==> src/hdl/assert_macros.svh <==
// Assertion macros shared by the address generator RTL.
// Simulation builds get the checks; builds with SYNTH defined get empty bodies.
`ifndef ASSERT_MACROS_SVH
`define ASSERT_MACROS_SVH

`ifndef SYNTH
// Clocked check, muted while reset is high.
`define ASSERT_CLK(lbl, prop, msg) \
  lbl: assert property (@(posedge clk) disable iff (rst) (prop)) else $error(msg);
// Clocked check that also holds during reset.
`define ASSERT_ALWAYS(lbl, prop, msg) \
  lbl: assert property (@(posedge clk) (prop)) else $error(msg);
`else
`define ASSERT_CLK(lbl, prop, msg)
`define ASSERT_ALWAYS(lbl, prop, msg)
`endif

`endif

==> src/hdl/abag_pkg.sv <==
`timescale 1ns / 1ps
// Shared types, codes and tables for the compressed-texture address generator.
// No dependencies; used by every module under hdl.
package abag_pkg;

  localparam int TABLE_DEPTH_DEF = 4096;

  localparam int X_W      = 14;
  localparam int IDX_W    = 28;  // (16383 * 8191) + 16383 fits in 28 bits
  localparam int ADDR_W   = 24;
  localparam int BYTES_W  = 8;
  localparam int CFG_W    = 13;
  localparam int CFG_IDX_W = 3;
  localparam int RECIP_W  = 19;
  localparam int RECIP_SH = 18;  // exact quotient for 14-bit dividends, divisors up to 15

  localparam logic [BYTES_W-1:0] BLOCK_BYTES = 8'd16;
  localparam logic [BYTES_W-1:0] META_BYTES  = 8'd3;

  localparam logic [1:0] MODE_PLAIN  = 2'd0;
  localparam logic [1:0] MODE_GRID4  = 2'd1;
  localparam logic [1:0] MODE_GRID12 = 2'd2;

  localparam logic [3:0] GRID_SMALL = 4'd4;
  localparam logic [3:0] GRID_LARGE = 4'd12;

  localparam logic [CFG_IDX_W-1:0] REG_MODE           = 3'd0;
  localparam logic [CFG_IDX_W-1:0] REG_BLOCK_WIDTH    = 3'd1;
  localparam logic [CFG_IDX_W-1:0] REG_BLOCK_HEIGHT   = 3'd2;
  localparam logic [CFG_IDX_W-1:0] REG_BLOCKS_PER_ROW = 3'd3;
  localparam logic [CFG_IDX_W-1:0] REG_TABLE_ENTRIES  = 3'd4;

  localparam int OUT_DEPTH = 4;
  localparam int OUT_PTR_W = 2;
  localparam int OUT_LVL_W = 3;

  typedef enum logic [2:0] {
    ST_IDLE,
    ST_DIV,
    ST_IDX,
    ST_LOOK,
    ST_DATA
  } state_t;

  typedef struct packed {
    logic [ADDR_W-1:0]  addr;
    logic [BYTES_W-1:0] bytes;
    logic               meta;
    logic               err;
    logic               last;
  } res_t;

  typedef struct packed {
    logic [OUT_LVL_W-1:0] level;
    logic                 room2;  // space for a full two-request access
  } fifo_stat_t;

  // ceil(2^18 / d); a divisor of zero counts as one
  function automatic logic [RECIP_W-1:0] recip(input logic [3:0] d);
    logic [RECIP_W-1:0] r;
    case (d)
      4'd0:    r = 19'd262144;
      4'd1:    r = 19'd262144;
      4'd2:    r = 19'd131072;
      4'd3:    r = 19'd87382;
      4'd4:    r = 19'd65536;
      4'd5:    r = 19'd52429;
      4'd6:    r = 19'd43691;
      4'd7:    r = 19'd37450;
      4'd8:    r = 19'd32768;
      4'd9:    r = 19'd29128;
      4'd10:   r = 19'd26215;
      4'd11:   r = 19'd23832;
      4'd12:   r = 19'd21846;
      4'd13:   r = 19'd20165;
      4'd14:   r = 19'd18725;
      4'd15:   r = 19'd17477;
      default: r = 19'd262144;
    endcase
    return r;
  endfunction

  // 16-byte blocks in a 12x12 grid cell for each block type
  function automatic logic [3:0] type_blocks(input logic [2:0] t);
    logic [3:0] n;
    case (t) inside
      3'd0:          n = 4'd9;
      3'd1:          n = 4'd4;
      [3'd2 : 3'd5]: n = 4'd6;
      default:       n = 4'd1;
    endcase
    return n;
  endfunction

endpackage

==> src/hdl/abag_div.sv <==
`timescale 1ns / 1ps
// Divide a 14-bit coordinate by a 4-bit block size through a reciprocal multiply.
// Depends on abag_pkg (reciprocal table and widths).
module abag_div (
  input  logic                      clk,
  input  logic                      en,
  input  logic [abag_pkg::X_W-1:0]  num,
  input  logic [3:0]                den,
  output logic [abag_pkg::X_W-1:0]  quo
);

  localparam int PROD_W = abag_pkg::X_W + abag_pkg::RECIP_W;

  logic [PROD_W-1:0] prod;

  assign prod = PROD_W'(num) * PROD_W'(abag_pkg::recip(den));

  always_ff @(posedge clk) begin
    if (en) begin
      quo <= prod[abag_pkg::RECIP_SH +: abag_pkg::X_W];
    end
  end

endmodule

==> config.mk <==
export PLATFORM = sky130hd
export DESIGN_NAME = abag_div
export DESIGN_NICKNAME = d
export VERILOG_FILES = /design/src/hdl/assert_macros.svh /design/src/hdl/abag_pkg.sv /design/src/hdl/abag_div.sv
export SDC_FILE = /design/constraint.sdc
export NUM_CORES = 1
export LEC_CHECK = 0
export BUFFER_PORTS_ARGS = -buffer_cell sky130_fd_sc_hd__buf_2
export CAP_MARGIN = 40
export CORE_UTILIZATION = 45
export DETAILED_ROUTE_END_ITERATION = 16
export GPL_ROUTABILITY_DRIVEN = 0
export PLACE_DENSITY = 0.62
export RECOVER_POWER = 25
export REMOVE_ABC_BUFFERS = 1
export SYNTH_ARGS = -nofsm -noshare
export SYNTH_HDL_FRONTEND = slang
export SYNTH_SLANG_ARGS = --single-unit
==> constraint.sdc <==
create_clock -name clk -period 9 [get_ports clk]
set_clock_uncertainty 0.1 [all_clocks]
set_input_delay 0.9 -clock clk [delete_from_list [all_inputs] [get_ports clk]]
set_output_delay 0.9 -clock clk [all_outputs]
set_load 0.03 [all_outputs]
Word-level counts from Yosys, hierarchy flattened
Memory sizes are Yosys's and may differ from the RTL's. Index checks and enable logic that the tools add are counted.

Bits in registers: 14. Latch bits: 0. Bits in writable memories: 0. ROM bits: 304. Bits of input ports: 20. Output and inout port bits: 14. Word-level logic and storage cells: 3. Memories kept: 1.

$add $sub $neg: 0. Multipliers: 1. Divide/modulo/power cells: 0. Order comparisons: 0. Eq/ne operators: 0. Shift operators: 0. Multiplexer cells: 0. Bitwise operators: 0. Reduce and logical (&&, ||, !) cells: 0.

Memories: (name not given) (words 16, bits a word 19, rd ports 1, clocked after Yosys merged registers in 0, wr ports 0, line abag_pkg.sv:61) `case (d)`.

Operators by type and width (number): multiplier 14 x 19 -> 32 bit (1).

Logic depth before layout (Yosys ltp)
An unclocked memory read counts as a cell.

Depth after elaboration: 2. Gate-level depth with buffers: 27. Depth with buffers taken out: 26.

Least setup slack after synthesis
No wires, ideal clock.

Kind: input to register. Start point: in den[2]. End point: reg quo[5] in the netlist's numbering (data pin). Library setup time: 180 ps. Arrival time: 6996 ps. Data required time: 8720 ps. Setup slack: 1723 ps. Cell stages on the path: 23. Path buffers: 2. Cell sequence: buf_1 -> nor2b_1 -> a211oi_1 -> a21oi_1 -> clkbuf_1 -> and2_1 -> fa_1 -> inv_1 -> fa_1 -> inv_1 -> fa_1 -> fa_1 -> fa_1 -> inv_1 -> fa_1 -> inv_1 -> ha_1 -> and3_1 -> and3_1 -> a311o_1 -> o211a_1 -> or4b_1 -> o311ai_1.

Longest elaborated chain between the ends: 2.

RTL lines: start: declaration (line abag_div.sv:8) `input logic [3:0] den,`; memory read (16 x 19 bit); multiplier 14 x 19 -> 32 bit (line abag_div.sv:16) `assign prod = PROD_W'(num) * PROD_W'(abag_pkg::recip(den));`; via prod[23] (line abag_div.sv:14) `logic [PROD_W-1:0] prod;`; end signal: assignment (line abag_div.sv:20) `quo <= prod[abag_pkg::RECIP_SH +: abag_pkg::X_W];`; end: declaration (line abag_div.sv:9) `output logic [abag_pkg::X_W-1:0] quo`.

The timed path passes the listed nets, and every way through them passes these cells. A chain may end at the register's enable or synchronous reset.

Worst setup path in the final report
Start point: in den[0]. End point: reg quo[11] in the netlist's numbering (data pin).

The elaborated chain is that of the path after synthesis.

==> impl_metrics.yaml <==
critical_path:
  cp-end-kind: "flip-flop"
  crit_fanout: 14
  critPathArrivalTime_ns: 7.64
  critical_path_required_ns: 8.89
  start_kind: "input pin"
  setup.worst_path.end: "quo[11]"
  criticalPathCategory: "input pin to flip-flop"
  crit_start: "den[0]"
timing:
  setup-violations-final: 0
  final.setup.tns_ns: 0
  worstMarginPinSlew_ns: 0.7855
  min_period_over_period_pct: 86.11
  drv_slew: 0
  slew_headroom_pct: 47.63
  whs_ns: 1.174
  rsz0062_at_grt: "false"
  min_period_ns: 7.750
  fmax_mhz: 129.0
  hold_viol: 0
synth:
  ys_ff_latch: 14
  synth_edf_count: 14
  synth_top_area_share_pct: 43.07
  seq_area_frac_synth_pct: 4.545
  synthTopCellsByArea: "fa_1 43%, ha_1 13%, inv_1 9.2%"
  ys_types: 49
  synthMostInstantiatedCell: "inv_1"
  postSynthCellCount: 1061
  ys_top_cells_by_count: "226 x inv_1, 199 x fa_1, 172 x nand2_1"
  ys_async_sr_fraction_pct: 0
  syn-cell-area_sq_um: 9249
  avgSynthCellArea_sq_um: 8.717
  ys.flop_type: "edfxtp_1"
  yosys.area.top_type: "fa_1"
  ys_warn_count: 0
clocking:
  cts_max_level: 1
  cts_buffer_depth: 2
  cts.sinks: 14
  clk_pin_slew_ns: 0.05
  cts_setup_buffers: 0
  cts_tree: "yes"
  cts_resized: 0
  cts_hold_buf: 0
  cts_buffers: 3
  cts-root-buf: "clkbuf_16"
die:
  io_pins: 34
  core.rowCount: 52
  start_util_pct: 45.86
  die_h_um: 145.4
  dieArea_sq_um: 21130
  core-area_sq_um: 20170
  die_x_um: 145.4
power:
  p_leak_nw: 5.098
  power_density_nw_per_um2: 324.9
  ir_drop_uv: 253.0
detailed_routing:
  num_vias: 7010
  met3_length_um: 799
  wl_met1_um: 9517
  viasPerCell: 5.271
  drt_iter0_drc: 346
  drtAntennaViolNets: 0
  top_layer: "met4"
  wl_met2_um: 11600
  drt_wl_total_um: 22280
  wire_per_inst_um: 16.75
  drc: 0
  firstDrtPassIters: 5
cells_and_area:
  nets: 1377
  fillCellCount: 1968
  final_cells: 1330
  design_area_sq_um: 9737
  antennaDiodeCount: 0
  largestRegisters: "quo: 14 flops"
  drive_above_1_share_pct: 5.377
  largest_reg_flops: 14
  multi_input_area_sq_um: 7777
  regMostFlops: "quo"
  area.sequential_sq_um: 420.4
  final_core_util_pct: 48.28
  syn2layout_area_growth_pct: 5.276
outcome:
  status: "finished, final reports clean"
global_routing:
  gr-usage-all-layers_pct: 22.12
  overflow: 0
  grt_antenna_before_repair: 0
  grt_pass1_wl_um: 37100
  grt_start_max_net_pins: 23
  grt_pass1_vias: 7162
place:
  dp_cells: 1326
  io_buffers: 33
  place_area_sq_um: 9659
  dp_hpwl_um: 17470
worst_hold_path:
  hold_class: "input pin to flip-flop"
flow_run:
  maxCapViolCount: 0
==> where the power goes <==
group | internal, mW | switching, mW
Combinational | 1.15 | 1.74
Sequential | 0.176 | 0.00596
Clock | 0.0587 | 0.0246
==> kinds of logic (layout without fill, tap and decap cells) <==
group	after synthesis	count (layout)	synth area share (%)
multiplexers	4	4	0.5952
AND/OR/NAND/NOR	353	353	18.67
XOR/XNOR	18	18	1.705
flip-flops	14	14	4.545
buffers and inverters	279	278	11.36
AO/OA/AOI/OAI	97	97	6.926
adder cells (fa/ha/maj)	296	296	56.20
==> layout by cell type (no fill, tap or decap), types with 3 or more instances in the layout <==
| master | instances |
|---|---|
| a21oi_1 | 27 |
| ha_1 | 97 |
| and3_1 | 16 |
| a31oi_1 | 9 |
| xor2_1 | 5 |
| nand2_1 | 172 |
| nor2_1 | 22 |
| buf_4 | 14 |
| clkbuf_16 | 3 |
| nand3_1 | 5 |
| a21o_1 | 14 |
| nor2b_1 | 4 |
| nor3_1 | 4 |
| fa_1 | 199 |
| a22o_1 | 3 |
| inv_1 | 226 |
| nand4_1 | 6 |
| xnor2_1 | 13 |
| o21ai_0 | 17 |
| o21a_1 | 4 |
| buf_2 | 33 |
| edfxtp_1 | 14 |
| and2_1 | 114 |
| nand2b_1 | 3 |
| o21bai_1 | 3 |
==> worst max-delay path, stage by stage <==
cell	delay (ns)
buf_2	0.14
ha_1	0.24
nor2b_1	0.20
a211oi_1	0.45
a21oi_1	0.09
buf_4	0.23
and2_1	0.20
fa_1	0.53
inv_1	0.05
fa_1	0.48
inv_1	0.06
fa_1	0.48
fa_1	0.50
fa_1	0.49
inv_1	0.05
fa_1	0.47
inv_1	0.04
ha_1	0.33
and3_1	0.20
and3_1	0.18
a2111oi_0	0.46
a31oi_1	0.17
a211o_1	0.38
a31oi_1	0.23
xnor2_1	0.08
==> per-stage QoR <==
step	power (mW)	setup slack, ns
4_1_cts	3.197	1.261
3_5_place_dp	3.092	1.006
3_3_place_gp	3.073	1.077
5_1_grt	3.592	0.8659
6_report	3.163	1.250
2_1_floorplan	2.380	1.647
==> cell type report <==
type,instances,area share (%)
inverters,226,8.712
clock inverters,1,0.03855
multi-input cells,768,79.88
flip-flops and latches,14,4.318
repair buffers,48,2.814
clock buffers,3,0.7710
well taps,270,3.470
==> how the worst min path moves through the flow <==
stage / endpoint / slack [ns] / from / depth (start not counted)
floorplan: quo[0] / 0.91 / en / 0
global placement: quo[13] / 1.22 / en / 1
detailed placement: quo[13] / 1.23 / en / 1
CTS: quo[11] / 0.98 / en / 1
global route: quo[11] / 1.24 / en / 1
finish: quo[13] / 1.17 / en / 1
==> layer usage <==
metal | up-vias | GRT usage [%]
li1 | 3216 | -
met1 | 3612 | 30.10
met2 | 155 | 38.89
met3 | 27 | 1.599
met4 | 0 | 4.474
met5 | - | 0
(Power assumes the default switching activity.)
