--- src/hdl/assert_macros.svh ---
// Assertion macros shared by the address generator RTL.
// Simulation builds get the checks; builds with SYNTH defined get empty bodies.
`ifndef ASSERT_MACROS_SVH
`define ASSERT_MACROS_SVH

`ifndef SYNTH
// Clocked check, muted while reset is high.
`define ASSERT_CLK(lbl, prop, msg) \
  lbl: assert property (@(posedge clk) disable iff (rst) (prop)) else $error(msg);
// Clocked check that also holds during reset.
`define ASSERT_ALWAYS(lbl, prop, msg) \
  lbl: assert property (@(posedge clk) (prop)) else $error(msg);
`else
`define ASSERT_CLK(lbl, prop, msg)
`define ASSERT_ALWAYS(lbl, prop, msg)
`endif

`endif

--- src/hdl/abag_pkg.sv ---
`timescale 1ns / 1ps
// Shared types, codes and tables for the compressed-texture address generator.
// No dependencies; used by every module under hdl.
package abag_pkg;

  localparam int TABLE_DEPTH_DEF = 4096;

  localparam int X_W      = 14;
  localparam int IDX_W    = 28;  // (16383 * 8191) + 16383 fits in 28 bits
  localparam int ADDR_W   = 24;
  localparam int BYTES_W  = 8;
  localparam int CFG_W    = 13;
  localparam int CFG_IDX_W = 3;
  localparam int RECIP_W  = 19;
  localparam int RECIP_SH = 18;  // exact quotient for 14-bit dividends, divisors up to 15

  localparam logic [BYTES_W-1:0] BLOCK_BYTES = 8'd16;
  localparam logic [BYTES_W-1:0] META_BYTES  = 8'd3;

  localparam logic [1:0] MODE_PLAIN  = 2'd0;
  localparam logic [1:0] MODE_GRID4  = 2'd1;
  localparam logic [1:0] MODE_GRID12 = 2'd2;

  localparam logic [3:0] GRID_SMALL = 4'd4;
  localparam logic [3:0] GRID_LARGE = 4'd12;

  localparam logic [CFG_IDX_W-1:0] REG_MODE           = 3'd0;
  localparam logic [CFG_IDX_W-1:0] REG_BLOCK_WIDTH    = 3'd1;
  localparam logic [CFG_IDX_W-1:0] REG_BLOCK_HEIGHT   = 3'd2;
  localparam logic [CFG_IDX_W-1:0] REG_BLOCKS_PER_ROW = 3'd3;
  localparam logic [CFG_IDX_W-1:0] REG_TABLE_ENTRIES  = 3'd4;

  localparam int OUT_DEPTH = 4;
  localparam int OUT_PTR_W = 2;
  localparam int OUT_LVL_W = 3;

  typedef enum logic [2:0] {
    ST_IDLE,
    ST_DIV,
    ST_IDX,
    ST_LOOK,
    ST_DATA
  } state_t;

  typedef struct packed {
    logic [ADDR_W-1:0]  addr;
    logic [BYTES_W-1:0] bytes;
    logic               meta;
    logic               err;
    logic               last;
  } res_t;

  typedef struct packed {
    logic [OUT_LVL_W-1:0] level;
    logic                 room2;  // space for a full two-request access
  } fifo_stat_t;

  // ceil(2^18 / d); a divisor of zero counts as one
  function automatic logic [RECIP_W-1:0] recip(input logic [3:0] d);
    logic [RECIP_W-1:0] r;
    case (d)
      4'd0:    r = 19'd262144;
      4'd1:    r = 19'd262144;
      4'd2:    r = 19'd131072;
      4'd3:    r = 19'd87382;
      4'd4:    r = 19'd65536;
      4'd5:    r = 19'd52429;
      4'd6:    r = 19'd43691;
      4'd7:    r = 19'd37450;
      4'd8:    r = 19'd32768;
      4'd9:    r = 19'd29128;
      4'd10:   r = 19'd26215;
      4'd11:   r = 19'd23832;
      4'd12:   r = 19'd21846;
      4'd13:   r = 19'd20165;
      4'd14:   r = 19'd18725;
      4'd15:   r = 19'd17477;
      default: r = 19'd262144;
    endcase
    return r;
  endfunction

  // 16-byte blocks in a 12x12 grid cell for each block type
  function automatic logic [3:0] type_blocks(input logic [2:0] t);
    logic [3:0] n;
    case (t) inside
      3'd0:          n = 4'd9;
      3'd1:          n = 4'd4;
      [3'd2 : 3'd5]: n = 4'd6;
      default:       n = 4'd1;
    endcase
    return n;
  endfunction

endpackage

--- src/hdl/abag_out_fifo.sv ---
`timescale 1ns / 1ps
// Four-entry result queue between the lookup sequencer and the output stream.
// Depends on abag_pkg (res_t, fifo_stat_t).
module abag_out_fifo (
  input  logic                  clk,
  input  logic                  rst,
  input  logic                  push,
  input  abag_pkg::res_t        push_res,
  output logic                  out_valid,
  input  logic                  out_ready,
  output abag_pkg::res_t        out_res,
  output abag_pkg::fifo_stat_t  stat
);

  abag_pkg::res_t                   slots [abag_pkg::OUT_DEPTH];
  logic [abag_pkg::OUT_PTR_W-1:0]   wr_ptr;
  logic [abag_pkg::OUT_PTR_W-1:0]   rd_ptr;
  logic [abag_pkg::OUT_LVL_W-1:0]   level;
  logic                             pop;

  assign pop       = out_valid && out_ready;
  assign out_valid = (level != '0);
  assign out_res   = slots[rd_ptr];

  assign stat.level = level;
  assign stat.room2 = (level <= abag_pkg::OUT_LVL_W'(abag_pkg::OUT_DEPTH - 2));

  always_ff @(posedge clk) begin
    if (push) begin
      slots[wr_ptr] <= push_res;
    end
  end

  always_ff @(posedge clk) begin
    if (rst) begin
      wr_ptr <= '0;
      rd_ptr <= '0;
      level  <= '0;
    end else begin
      if (push) begin
        wr_ptr <= wr_ptr + 1'b1;
      end
      if (pop) begin
        rd_ptr <= rd_ptr + 1'b1;
      end
      case ({push, pop})
        2'b10:   level <= level + 1'b1;
        2'b01:   level <= level - 1'b1;
        default: level <= level;
      endcase
    end
  end

endmodule

--- config.mk ---
export PLATFORM = sky130hd
export DESIGN_NAME = abag_out_fifo
export DESIGN_NICKNAME = d
export VERILOG_FILES = /design/src/hdl/assert_macros.svh /design/src/hdl/abag_pkg.sv /design/src/hdl/abag_out_fifo.sv
export SDC_FILE = /design/constraint.sdc
export NUM_CORES = 1
export LEC_CHECK = 0
export BUFFER_PORTS_ARGS = -buffer_cell sky130_fd_sc_hd__buf_2
export CAP_MARGIN = 20
export CORE_AREA = 2 2 149 115
export DETAILED_ROUTE_END_ITERATION = 16
export DIE_AREA = 0 0 151 117
export GPL_ROUTABILITY_DRIVEN = 0
export PLACE_DENSITY = 0.5
export SYNTH_ARGS = -nofsm -noshare
export SYNTH_HDL_FRONTEND = slang
export SYNTH_SLANG_ARGS = --single-unit
export TNS_END_PERCENT = 5
--- constraint.sdc ---
create_clock -name clk -period 2.2 [get_ports clk]
set_input_delay 0.11 -clock clk [delete_from_list [all_inputs] [get_ports clk]]
set_output_delay 0.11 -clock clk [all_outputs]
set_load 0.03 [all_outputs]
### After elaboration in Yosys (flattened, before gate mapping)

Memories as Yosys holds them, arrays and structs flattened. A register that Yosys moved wholly into a read port is not among the register bits.
Cells that the tools add are included.
Widths: inputs -> output; s select.

* register bits after elaboration: 7
* bits in latches: 0
* RAM bits: 140
* memory bits (read-only): 0
* input bits: 39
* output and inout port bits: 40
* logic and storage cells: 19
* memories kept: 1

Memory list
* slots: words 4, width 35, rd ports 1, clocked after Yosys merged registers in 1, wr ports 1, RTL line abag_out_fifo.sv:15 `abag_pkg::res_t slots [abag_pkg::OUT_DEPTH];`

* add/sub/neg operators: 4
* multipliers: 0
* divide/modulo/power cells: 0
* $lt $le $gt $ge: 1
* equal/unequal tests: 2
* shift operators: 0
* multiplexer cells: 5
* bitwise gates (word level): 0
* reduce and logical (&&, ||, !) cells: 3

Operator list (number)
* $pmux 3 s2: 1
* $add 2x1->2 const B: 2
* $mux 2: 2
* $add 3x1->3 const B: 1
* $le 3x2->1 const B: 1
* $reduce_bool 3->1: 1
* $sub 3x1->3 const B: 1
* $eq 2x1->1 const B: 1
* $eq 2x2->1 const B: 1
* $mux 1: 2
* $reduce_bool 2->1: 1
* $logic_and 1x1->1: 1

### Longest topological paths before layout

Gate-level depths: netlist of the first run.

* depth in word-level cells: 4
* gate-level depth with buffers: 7
* depth with buffers taken out: 7

### Worst setup path after synthesis of the first run

Ideal clock, no wire load.

* kind: register -> register
* start point: reg level[0] (netlist bit)
* end point: reg level[2] (netlist bit)
* data arrival time: 1.955 ns
* data required time: 2.130 ns
* path slack: 0.175 ns
* stages on the path, launching flop included: 8
* buffers on the path: 0
* period minus slack after synthesis: 2.025 ns
* cells stage by stage: dfxtp_1 -> o31a_1 -> ha_1 -> inv_1 -> fa_1 -> xor2_1 -> or3_1 -> a21oi_1

* cells in the longest elaborated chain, start to end: 4
* elaborated cells on any way between the ends: 8
* those cells by class: 2 x add/sub; 2 x eq/ne; 1 x mux; 3 x reduce/logical

Ends and longest elaborated chain
* start, declared: RTL line abag_out_fifo.sv:18 `logic [abag_pkg::OUT_LVL_W-1:0] level;`
* start signal, assigned: RTL line abag_out_fifo.sv:47 `2'b10: level <= level + 1'b1;`
* start signal, assigned: RTL line abag_out_fifo.sv:48 `2'b01: level <= level - 1'b1;`
* start signal, assigned: RTL line abag_out_fifo.sv:49 `default: level <= level;`
* $reduce_bool 3->1 *: RTL line abag_out_fifo.sv:22 `assign out_valid = (level != '0);`
* $logic_and 1x1->1 *: RTL line abag_out_fifo.sv:21 `assign pop = out_valid && out_ready;`
* via pop: RTL line abag_out_fifo.sv:19 `logic pop;`
* $eq 2x1->1 or $eq 2x2->1 (tied branches): RTL line abag_out_fifo.sv:46 `case ({push, pop})`
* $pmux 3 s2 or $reduce_bool 2->1 (tied branches)

Mark *: on every way through the listed nets, which the timed path passes. The rest lies on a longest branch.
A chain may end at the register's enable or synchronous reset.

==> results.ini, run 1 <==
[yosys]
yosysMostFrequentCell=edfxtp_1
ys_seq_area_frac=0.790
synth.area.top_cells=edfxtp_1 76%, mux4_2 12%, dfxtp_1 3.2%
async_flop_share=0
netlist.area_leader.share=0.757
synth-seq-cells=149
synth_ff_type=edfxtp_1
ys_warn_count=0
avgSynthCellArea_um2=24.0
syn-num-nets=276
synth_edf_count=140
synthCells=231
yosys.area.top_type=edfxtp_1
synthesis.area_um2=5550
netlist_top_cells_count=140 x edfxtp_1, 30 x mux4_2, 9 x dfxtp_1
synthDistinctLibCells=22

[cts]
numCtsBuffers=17
cts_sinks=149
cts_tree=done
postCtsSetupBuffers=0
h-tree-depth=4
clockBufferDepth=2
clock-root-buffer=clkbuf_16
clk_pin_slew_worst_paths_ps=60
clkLatencyLatePin_ps=410

[layout]
num_antenna_cells=0
register_area_um2=4390
syn_to_final_growth_pct=30.5
drive_gt1_frac=0.403
fillCellCount=1408
fin_nets=408
layoutNonFillerInstCount=590
multi_input_area_um2=1050

[sta]
finClkSkew_ps=6.39
timing.final.crit_share=0.898
timing.fmax_ghz=0.506
final-max-slew-violation-count=0
worst_pin_slew_ps=428
tns_ps=0
finalHoldViolCount=0
finalSetupViolations=0
finalCriticalPeriod_ps=1980
rsz0062_at_grt=no
max_slew_margin=0.711

[route]
vias=2679
routed_wl_um=10200
dr.pass1.iters=4
drc=0
drtIter0Drc=158
wl_per_cell_um=17.2
via_per_inst=4.54
ant_nets=0

[status]
status=finished, final reports clean

[floorplanning]
start_util=0.340
ios=79
fp-row-count=41
dieArea_um2=17700
fp.coreArea_um2=16300
die_x_um=151
die_y_um=117

[setup_path]
required_ps=2090
cp.arrival_ps=1870
crit_type=flop to output pin
start_kind=flop
path_max_fanout=16
r2r_start=level[0]
r2r_cells=7
crit_path_end_kind=output pin
r2r_slack_ps=240
r2r_end=level[2]

[min_path]
min_path_cells=3
hold_path.class=input pin to flop
min_from=push
holdPathEnd=wr_ptr[1]

[flow_run]
drv_cap=0

[place]
dp_cells=523
place.port_buffers=78
dp_hpwl_um=5930

[power]
leakage_nw=2.50
p_per_area_nw_per_um2=1120
max-vdd-ir-drop_v=0.000716
power_w=0.00812

[grt]
grt_pass1_vias=2759
grt-ovfl-total=0
grtUsageTotal=0.125
grt_max_degree=36
grt_pass1_wl_um=15600
antenna_found_initial=0

[worst max-delay path, stage by stage, from the launching register on]
cell	delay, ps
dfxtp_4	460
buf_12	210
mux4_1	570
buf_2	190
[kinds of logic (layout without fill, tap and decap cells)]
group                      count (synthesis)  in the layout  share of synthesized area
muxes                                     36             36                      0.147
and+or+nand+nor                           14             14                     0.0122
adders and majority gates                  6              6                     0.0149
xor gates and xnor gates                   5              5                    0.00789
DFF                                      149            149                      0.790
AOI/OAI and AO/OA                          6              6                    0.00676
buffers and inverters                     15            159                     0.0212
[layer usage]
metal | global-route usage | part of all wire
met2 | 0.186 | 0.45
met1 | 0.167 | 0.47
met3 | 0.0527 | 0.072
met4 | 0.0430 | 0.011
met5 | 0 | 0
[cells in the final DEF, fill, tap and decap left out, types with 2 or more instances in the layout]
cell	count
nor2_1	8
mux4_2	30
xnor2_1	2
bufinv_16	4
buf_2	78
or3_1	2
dfxtp_1	7
inv_1	6
a21oi_1	3
mux4_1	5
ha_1	5
clkinvlp_4	2
xor2_1	3
edfxtp_1	140
and2_2	4
clkinv_2	3
dlygate4sd3_1	36
clkbuf_16	17
buf_12	7
inv_6	2
[power by group]
part	switching, W	leakage (nW)	internal, W
clock	0.00108	0.294	0.00189
combinational	0.00103	0.844	0.000733
sequential	0.000117	1.36	0.00328
total	0.00222	2.50	0.00590
[worst max-delay path by stage]
| stage | from | end | slack [ps] | depth (start not counted) |
|---|---|---|---|---|
| global placement | level[0] | level[2] | 350 | 7 |
| finish | flop | out_res[28] | 220 | 3 |
| detailed placement | level[0] | level[2] | 270 | 7 |
| global route | level[1] | level[2] | 90 | 7 |
| CTS | flop | out_res[28] | 50 | 3 |
| floorplan | level[0] | level[2] | 170 | 7 |
[state kept, by name, indices dropped and copies added, names as in the netlist, named ones only]
name,cells
level,3
rd_ptr,2
slots,140
wr_ptr,2
[cell type report]
class | count | area share
timing repair buffer | 122 | 0.124
inverter | 6 | 0.00311
clock buffer | 18 | 0.0593
tap | 215 | 0.0371
multi-input combinational | 67 | 0.145
sequential | 149 | 0.606
clock inverter | 13 | 0.0249
[per-stage QoR]
stage	hold slack, ps	worst slack, ps	cell area [µm²]	util
final	38.6	225	7240	0.444
after floorplan	209	175	5550	-
after CTS	26.2	52.4	7240	0.444
after detailed placement	327	266	6270	0.384
after global placement	322	347	6270	0.384
after global routing	62.1	87.1	7240	0.444
[timing repair]
item / in CTS / in global routing
hold endpoints to repair: 149 / 0
hold buffers: 36 / 0
gates resized for setup: 0 / 1
endpoints found under the setup margin: 0 / 2
Power figures use the tool's default switching activity.
==> run 2, diff against run 1 <==
- ABC_AREA: not set -> 1
- CORE_AREA: 2 2 149 115 -> 2 2 150 116
- DIE_AREA: 0 0 151 117 -> 0 0 152 118
==> results.ini, run 2 <==
[cts]
clock-root-buffer=clkbuf_16
clkLatencyLatePin_ps=420
clk_pin_slew_worst_paths_ps=60
cts_tree=done
cts_resized=0
holdBufCountCts=36
numCtsBuffers=17
postCtsSetupBuffers=0
h-tree-depth=4
clockBufferDepth=2
cts_sinks=149

[yosys]
netlist_top_cells_count=140 x edfxtp_1, 76 x nor2_1, 53 x o21ai_0
synthesis.area_um2=5650
synthXorXnorAreaFrac=0
synth-seq-cells=149
synth_top_family_by_area=compound AO/OA/AOI/OAI gates
synthDistinctLibCells=17
avgSynthCellArea_um2=14.0
yosysMostFrequentCell=edfxtp_1
async_flop_share=0
ys_warn_count=0
synth_mux_area_frac=0
syn-num-nets=449
synth.area.top_cells=edfxtp_1 74%, nor2_1 5.1%, o21ai_0 4.7%
ys_seq_area_frac=0.776
synth_edf_count=140
synthCells=404
synth_adder_area_share=0.0146
yosys.area.top_type=edfxtp_1
synth_compound_area_frac=0.110
netlist.area_leader.share=0.744
synthSimpleGateAreaFrac=0.0631
synth_ff_type=edfxtp_1

[sta]
finalSetupViolations=0
fin_ws_ps=182
tns_ps=0
timing.fmax_ghz=0.496
finalCriticalPeriod_ps=2020
timing.final.crit_share=0.917
rsz0062_at_grt=no
finClkSkew_ps=6.16
finalHoldViolCount=0
max_slew_margin=0.668
final-max-slew-violation-count=0
worst_pin_slew_ps=498

[floorplanning]
die_y_um=118
ios=79
die_x_um=152
fp-row-count=41
start_util=0.343
fp.coreArea_um2=16500
dieArea_um2=17900

[layout]
layout_common_cells=140 x edfxtp_1, 78 x buf_2, 76 x nor2_1
num_antenna_cells=0
regMostFlops=slots
drive_gt1_frac=0.233
fillCellCount=1499
largest_reg_flops=140
fin_nets=572
reg.largest.list=slots x140, level x3
final_common_cell=edfxtp_1
syn_to_final_growth_pct=28.5

[place]
place.port_buffers=78
dpl_worst_slack_ps=400
dp_hpwl_um=7260

[route]
drtIter0Drc=161
routed_wl_um=12500
ant_nets=0
drc=0
via_per_inst=4.77
wl_per_cell_um=16.5
dr.pass1.iters=4
vias=3600

[grt]
grt_max_degree=49
grt_pass1_vias=3742
grt_pass1_wl_um=19600
antenna_found_initial=0
grtUsageTotal=0.144
grt-ovfl-total=0

[setup_path]
r2r_cells=13
start_kind=flop
cp.arrival_ps=1910
crit_type=flop to output pin
path_max_fanout=48
required_ps=2090
crit_path_end_kind=output pin
r2r_slack_ps=370

[flow_run]
drv_cap=0

[status]
status=finished, final reports clean

[min_path]
min_path_cells=3
hold_path.class=input pin to flop

[power]
p_per_area_nw_per_um2=1090
max-vdd-ir-drop_v=0.000510
power_w=0.00791
leakage_nw=2.65

run 2: cell count changes in the layout (fill, tap and decap cells not counted), sizes merged, moves of 12 or more:
cell	delta
inv	+12
mux4	-35
nand2	+15
nor2	+68
o21ai	+73
o22ai	+35
run 2: stage by stage:
stage	instance area (µm²)	std cells	hold WS (ps)	utilization
floorplan	5650	404	188	-
global placement	6310	687	307	0.383
detailed placement	6310	687	310	0.383
CTS	7260	755	7.18	0.441
global route	7260	755	30.6	0.441
finish	7260	755	24.2	0.441
run 2: cell type report:
| class | instances | area, µm² | share of cell area |
|---|---|---|---|
| Sequential cell | 149 | 4390 | 0.604 |
| Multi-Input combinational cell | 215 | 1060 | 0.146 |
| Timing Repair Buffer | 125 | 883 | 0.122 |
| Clock buffer | 17 | 425 | 0.0586 |
| Tap cell | 215 | 269 | 0.0371 |
| Clock inverter | 15 | 163 | 0.0224 |
| Inverter | 19 | 73.8 | 0.0102 |
run 2: per-layer routing:
metal  global-route usage  up-vias  part of all wire
met4               0.0713        0             0.020
met5                    0        -                 0
met1                0.188     1763              0.48
met2                0.222       80              0.47
met3               0.0398       21             0.039
li1                     -     1736                 -
run 2: cells by family (layout without fill, tap and decap cells):
group	after synthesis	in the layout
buffers and inverters	40	176
flip-flops	149	149
AO/OA/AOI/OAI	115	115
AND/OR/NAND/NOR	94	94
adder cells (fa/ha/maj)	6	6
run 2: worst paths after layout:
check	start	endpoint
setup / recovery	flop	out_res[22]
hold reg to reg	rd_ptr[1]	flop
hold / removal	out_ready	flop
setup reg to reg	level[1]	level[2]
run 2: power by group:
part           total, W  leakage, nW  internal [W]  switching, W
Sequential      0.00331         1.36       0.00325     0.0000591
Clock           0.00287        0.284       0.00177       0.00111
Combinational   0.00172         1.00      0.000492       0.00123
run 2: worst max-delay path: stages (launching register included):
cell and delay (ps):
dfxtp_2 360, buf_4 430, o21ai_0 160, o22ai_1 270, buf_2 250
==> run 3, diff against run 2 <==
- clock period: 2.2 -> 2.3 ns (I/O delays scaled with it)
==> results.ini, run 3 (synthesis gave the netlist of run 2 again) <==
[route]
wl_per_cell_um=16.3
via_per_inst=4.70
drtIter0Drc=153
routed_wl_um=12400
vias=3566
dr.pass1.iters=4
drc=0
ant_nets=0

[cts]
cts_sinks=149
numCtsBuffers=17
clockBufferDepth=2
clock-root-buffer=clkbuf_16
cts_tree=done
postCtsSetupBuffers=0
h-tree-depth=4
clk_pin_slew_worst_paths_ps=60
clkLatencyLatePin_ps=420

[layout]
layoutNonFillerInstCount=758
regMostFlops=slots
largest_reg_flops=140
num_antenna_cells=0
reg.largest.list=slots x140, level x3
fillCellCount=1518
final_cell_area_um2=7310
layout_common_cells=140 x edfxtp_1, 78 x buf_2, 76 x nor2_1
syn_to_final_growth_pct=29.4
drive_gt1_frac=0.234
final_common_cell=edfxtp_1
fin_nets=575

[place]
dpl_worst_slack_ps=478
dp_cells=689
dp_hpwl_um=7250
place_area_um2=6320
place.port_buffers=78

[setup_path]
path_max_fanout=32
cp.arrival_ps=1970
crit_path_top_delay_cell=dfxtp_4
required_ps=2180
start_kind=flop
crit_type=flop to output pin
path_cells=inv_4 > buf_4 > nor2_1 > o22ai_1 > buf_2
crit_path_max_incr_delay_ps=420
crit_path_end_kind=output pin

[min_path]
hold_path.class=input pin to flop

[power]
power_w=0.00769
p_per_area_nw_per_um2=1050
leakage_nw=2.66
max-vdd-ir-drop_v=0.000549

[sta]
worst_pin_slew_ps=453
finalHoldViolCount=0
finalCriticalPeriod_ps=2080
finalSetupViolations=0
final-max-slew-violation-count=0
fin_ws_ps=217
timing.fmax_ghz=0.480
rsz0062_at_grt=no
finClkSkew_ps=8.09
tns_ps=0
timing.final.crit_share=0.906
max_slew_margin=0.698

[flow_run]
drv_cap=0

[floorplanning]
ios=79
die_x_um=152
dieArea_um2=17900
start_util=0.343
fp-row-count=41
die_y_um=118
fp.coreArea_um2=16500

[grt]
grt_pass1_wl_um=19500
grt_max_degree=36
antenna_found_initial=0
grt-ovfl-total=0
grt_pass1_vias=3564
grtUsageTotal=0.143

[status]
status=finished, final reports clean

==> run 3: cell count changes in the layout (fill, tap and decap cells not counted), sizes merged <==
cell	previous run	this run
bufinv	3	4
clkinv	8	7
dlygate4sd3	36	37
buf	89	91
==> run 3: worst max-delay path, delay by kind of cell, from the launching register on <==
kind	cells	cell delay, ps
buf+inv	3	860
flops	1	420
compound gates	1	210
simple gates	1	60
==> run 3: path summary, 6_finish.rpt <==
path	start	to	slack, ps	cells after the start
setup / recovery	flop	out_res[3]	220	5
setup reg to reg	level[0]	level[2]	450	13
hold / removal	out_ready	rd_ptr[0]	60	4
hold reg to reg	level[0]	level[0]	510	1
==> run 3: layer usage <==
| layer | vias to the layer above | share of wire | track usage |
|---|---|---|---|
| li1 | 1741 | - | - |
| met3 | 8 | 0.046 | 0.0464 |
| met2 | 81 | 0.45 | 0.217 |
| met4 | 0 | 0.0084 | 0.0450 |
| met5 | - | 0 | 0 |
| met1 | 1736 | 0.49 | 0.197 |
==> run 3: report_power, final <==
| part | leakage [nW] | internal (W) | switching (W) | total [W] |
|---|---|---|---|---|
| registers | 1.36 | 0.00311 | 0.0000773 | 0.00319 |
| clock network | 0.292 | 0.00180 | 0.00107 | 0.00287 |
| logic | 1.01 | 0.000480 | 0.00116 | 0.00164 |
==> run 3: area by class of cell <==
cell class | count | area (µm²) | share of cell area
multi-input combinational | 215 | 1060 | 0.145
sequential | 149 | 4390 | 0.600
tap | 215 | 269 | 0.0368
timing repair buffer | 128 | 908 | 0.124
inverter | 19 | 73.8 | 0.0101
clock inverter | 15 | 186 | 0.0255
clock buffer | 17 | 425 | 0.0582
==> run 3: stage by stage <==
stage / util / hold slack, ps
final: 0.444 / 61.5
after global routing: 0.444 / 88.0
after CTS: 0.444 / 35.4
after detailed placement: 0.384 / 309
after global placement: 0.384 / 302
after floorplan: - / 193
==> run 3: timing repair <==
| action | in CTS | in global routing |
|---|---|---|
| hold endpoints to repair | 142 | 0 |
| hold buffers | 37 | 0 |
| endpoints found under the setup margin | 0 | 5 |
| gates resized for setup | 0 | 1 |
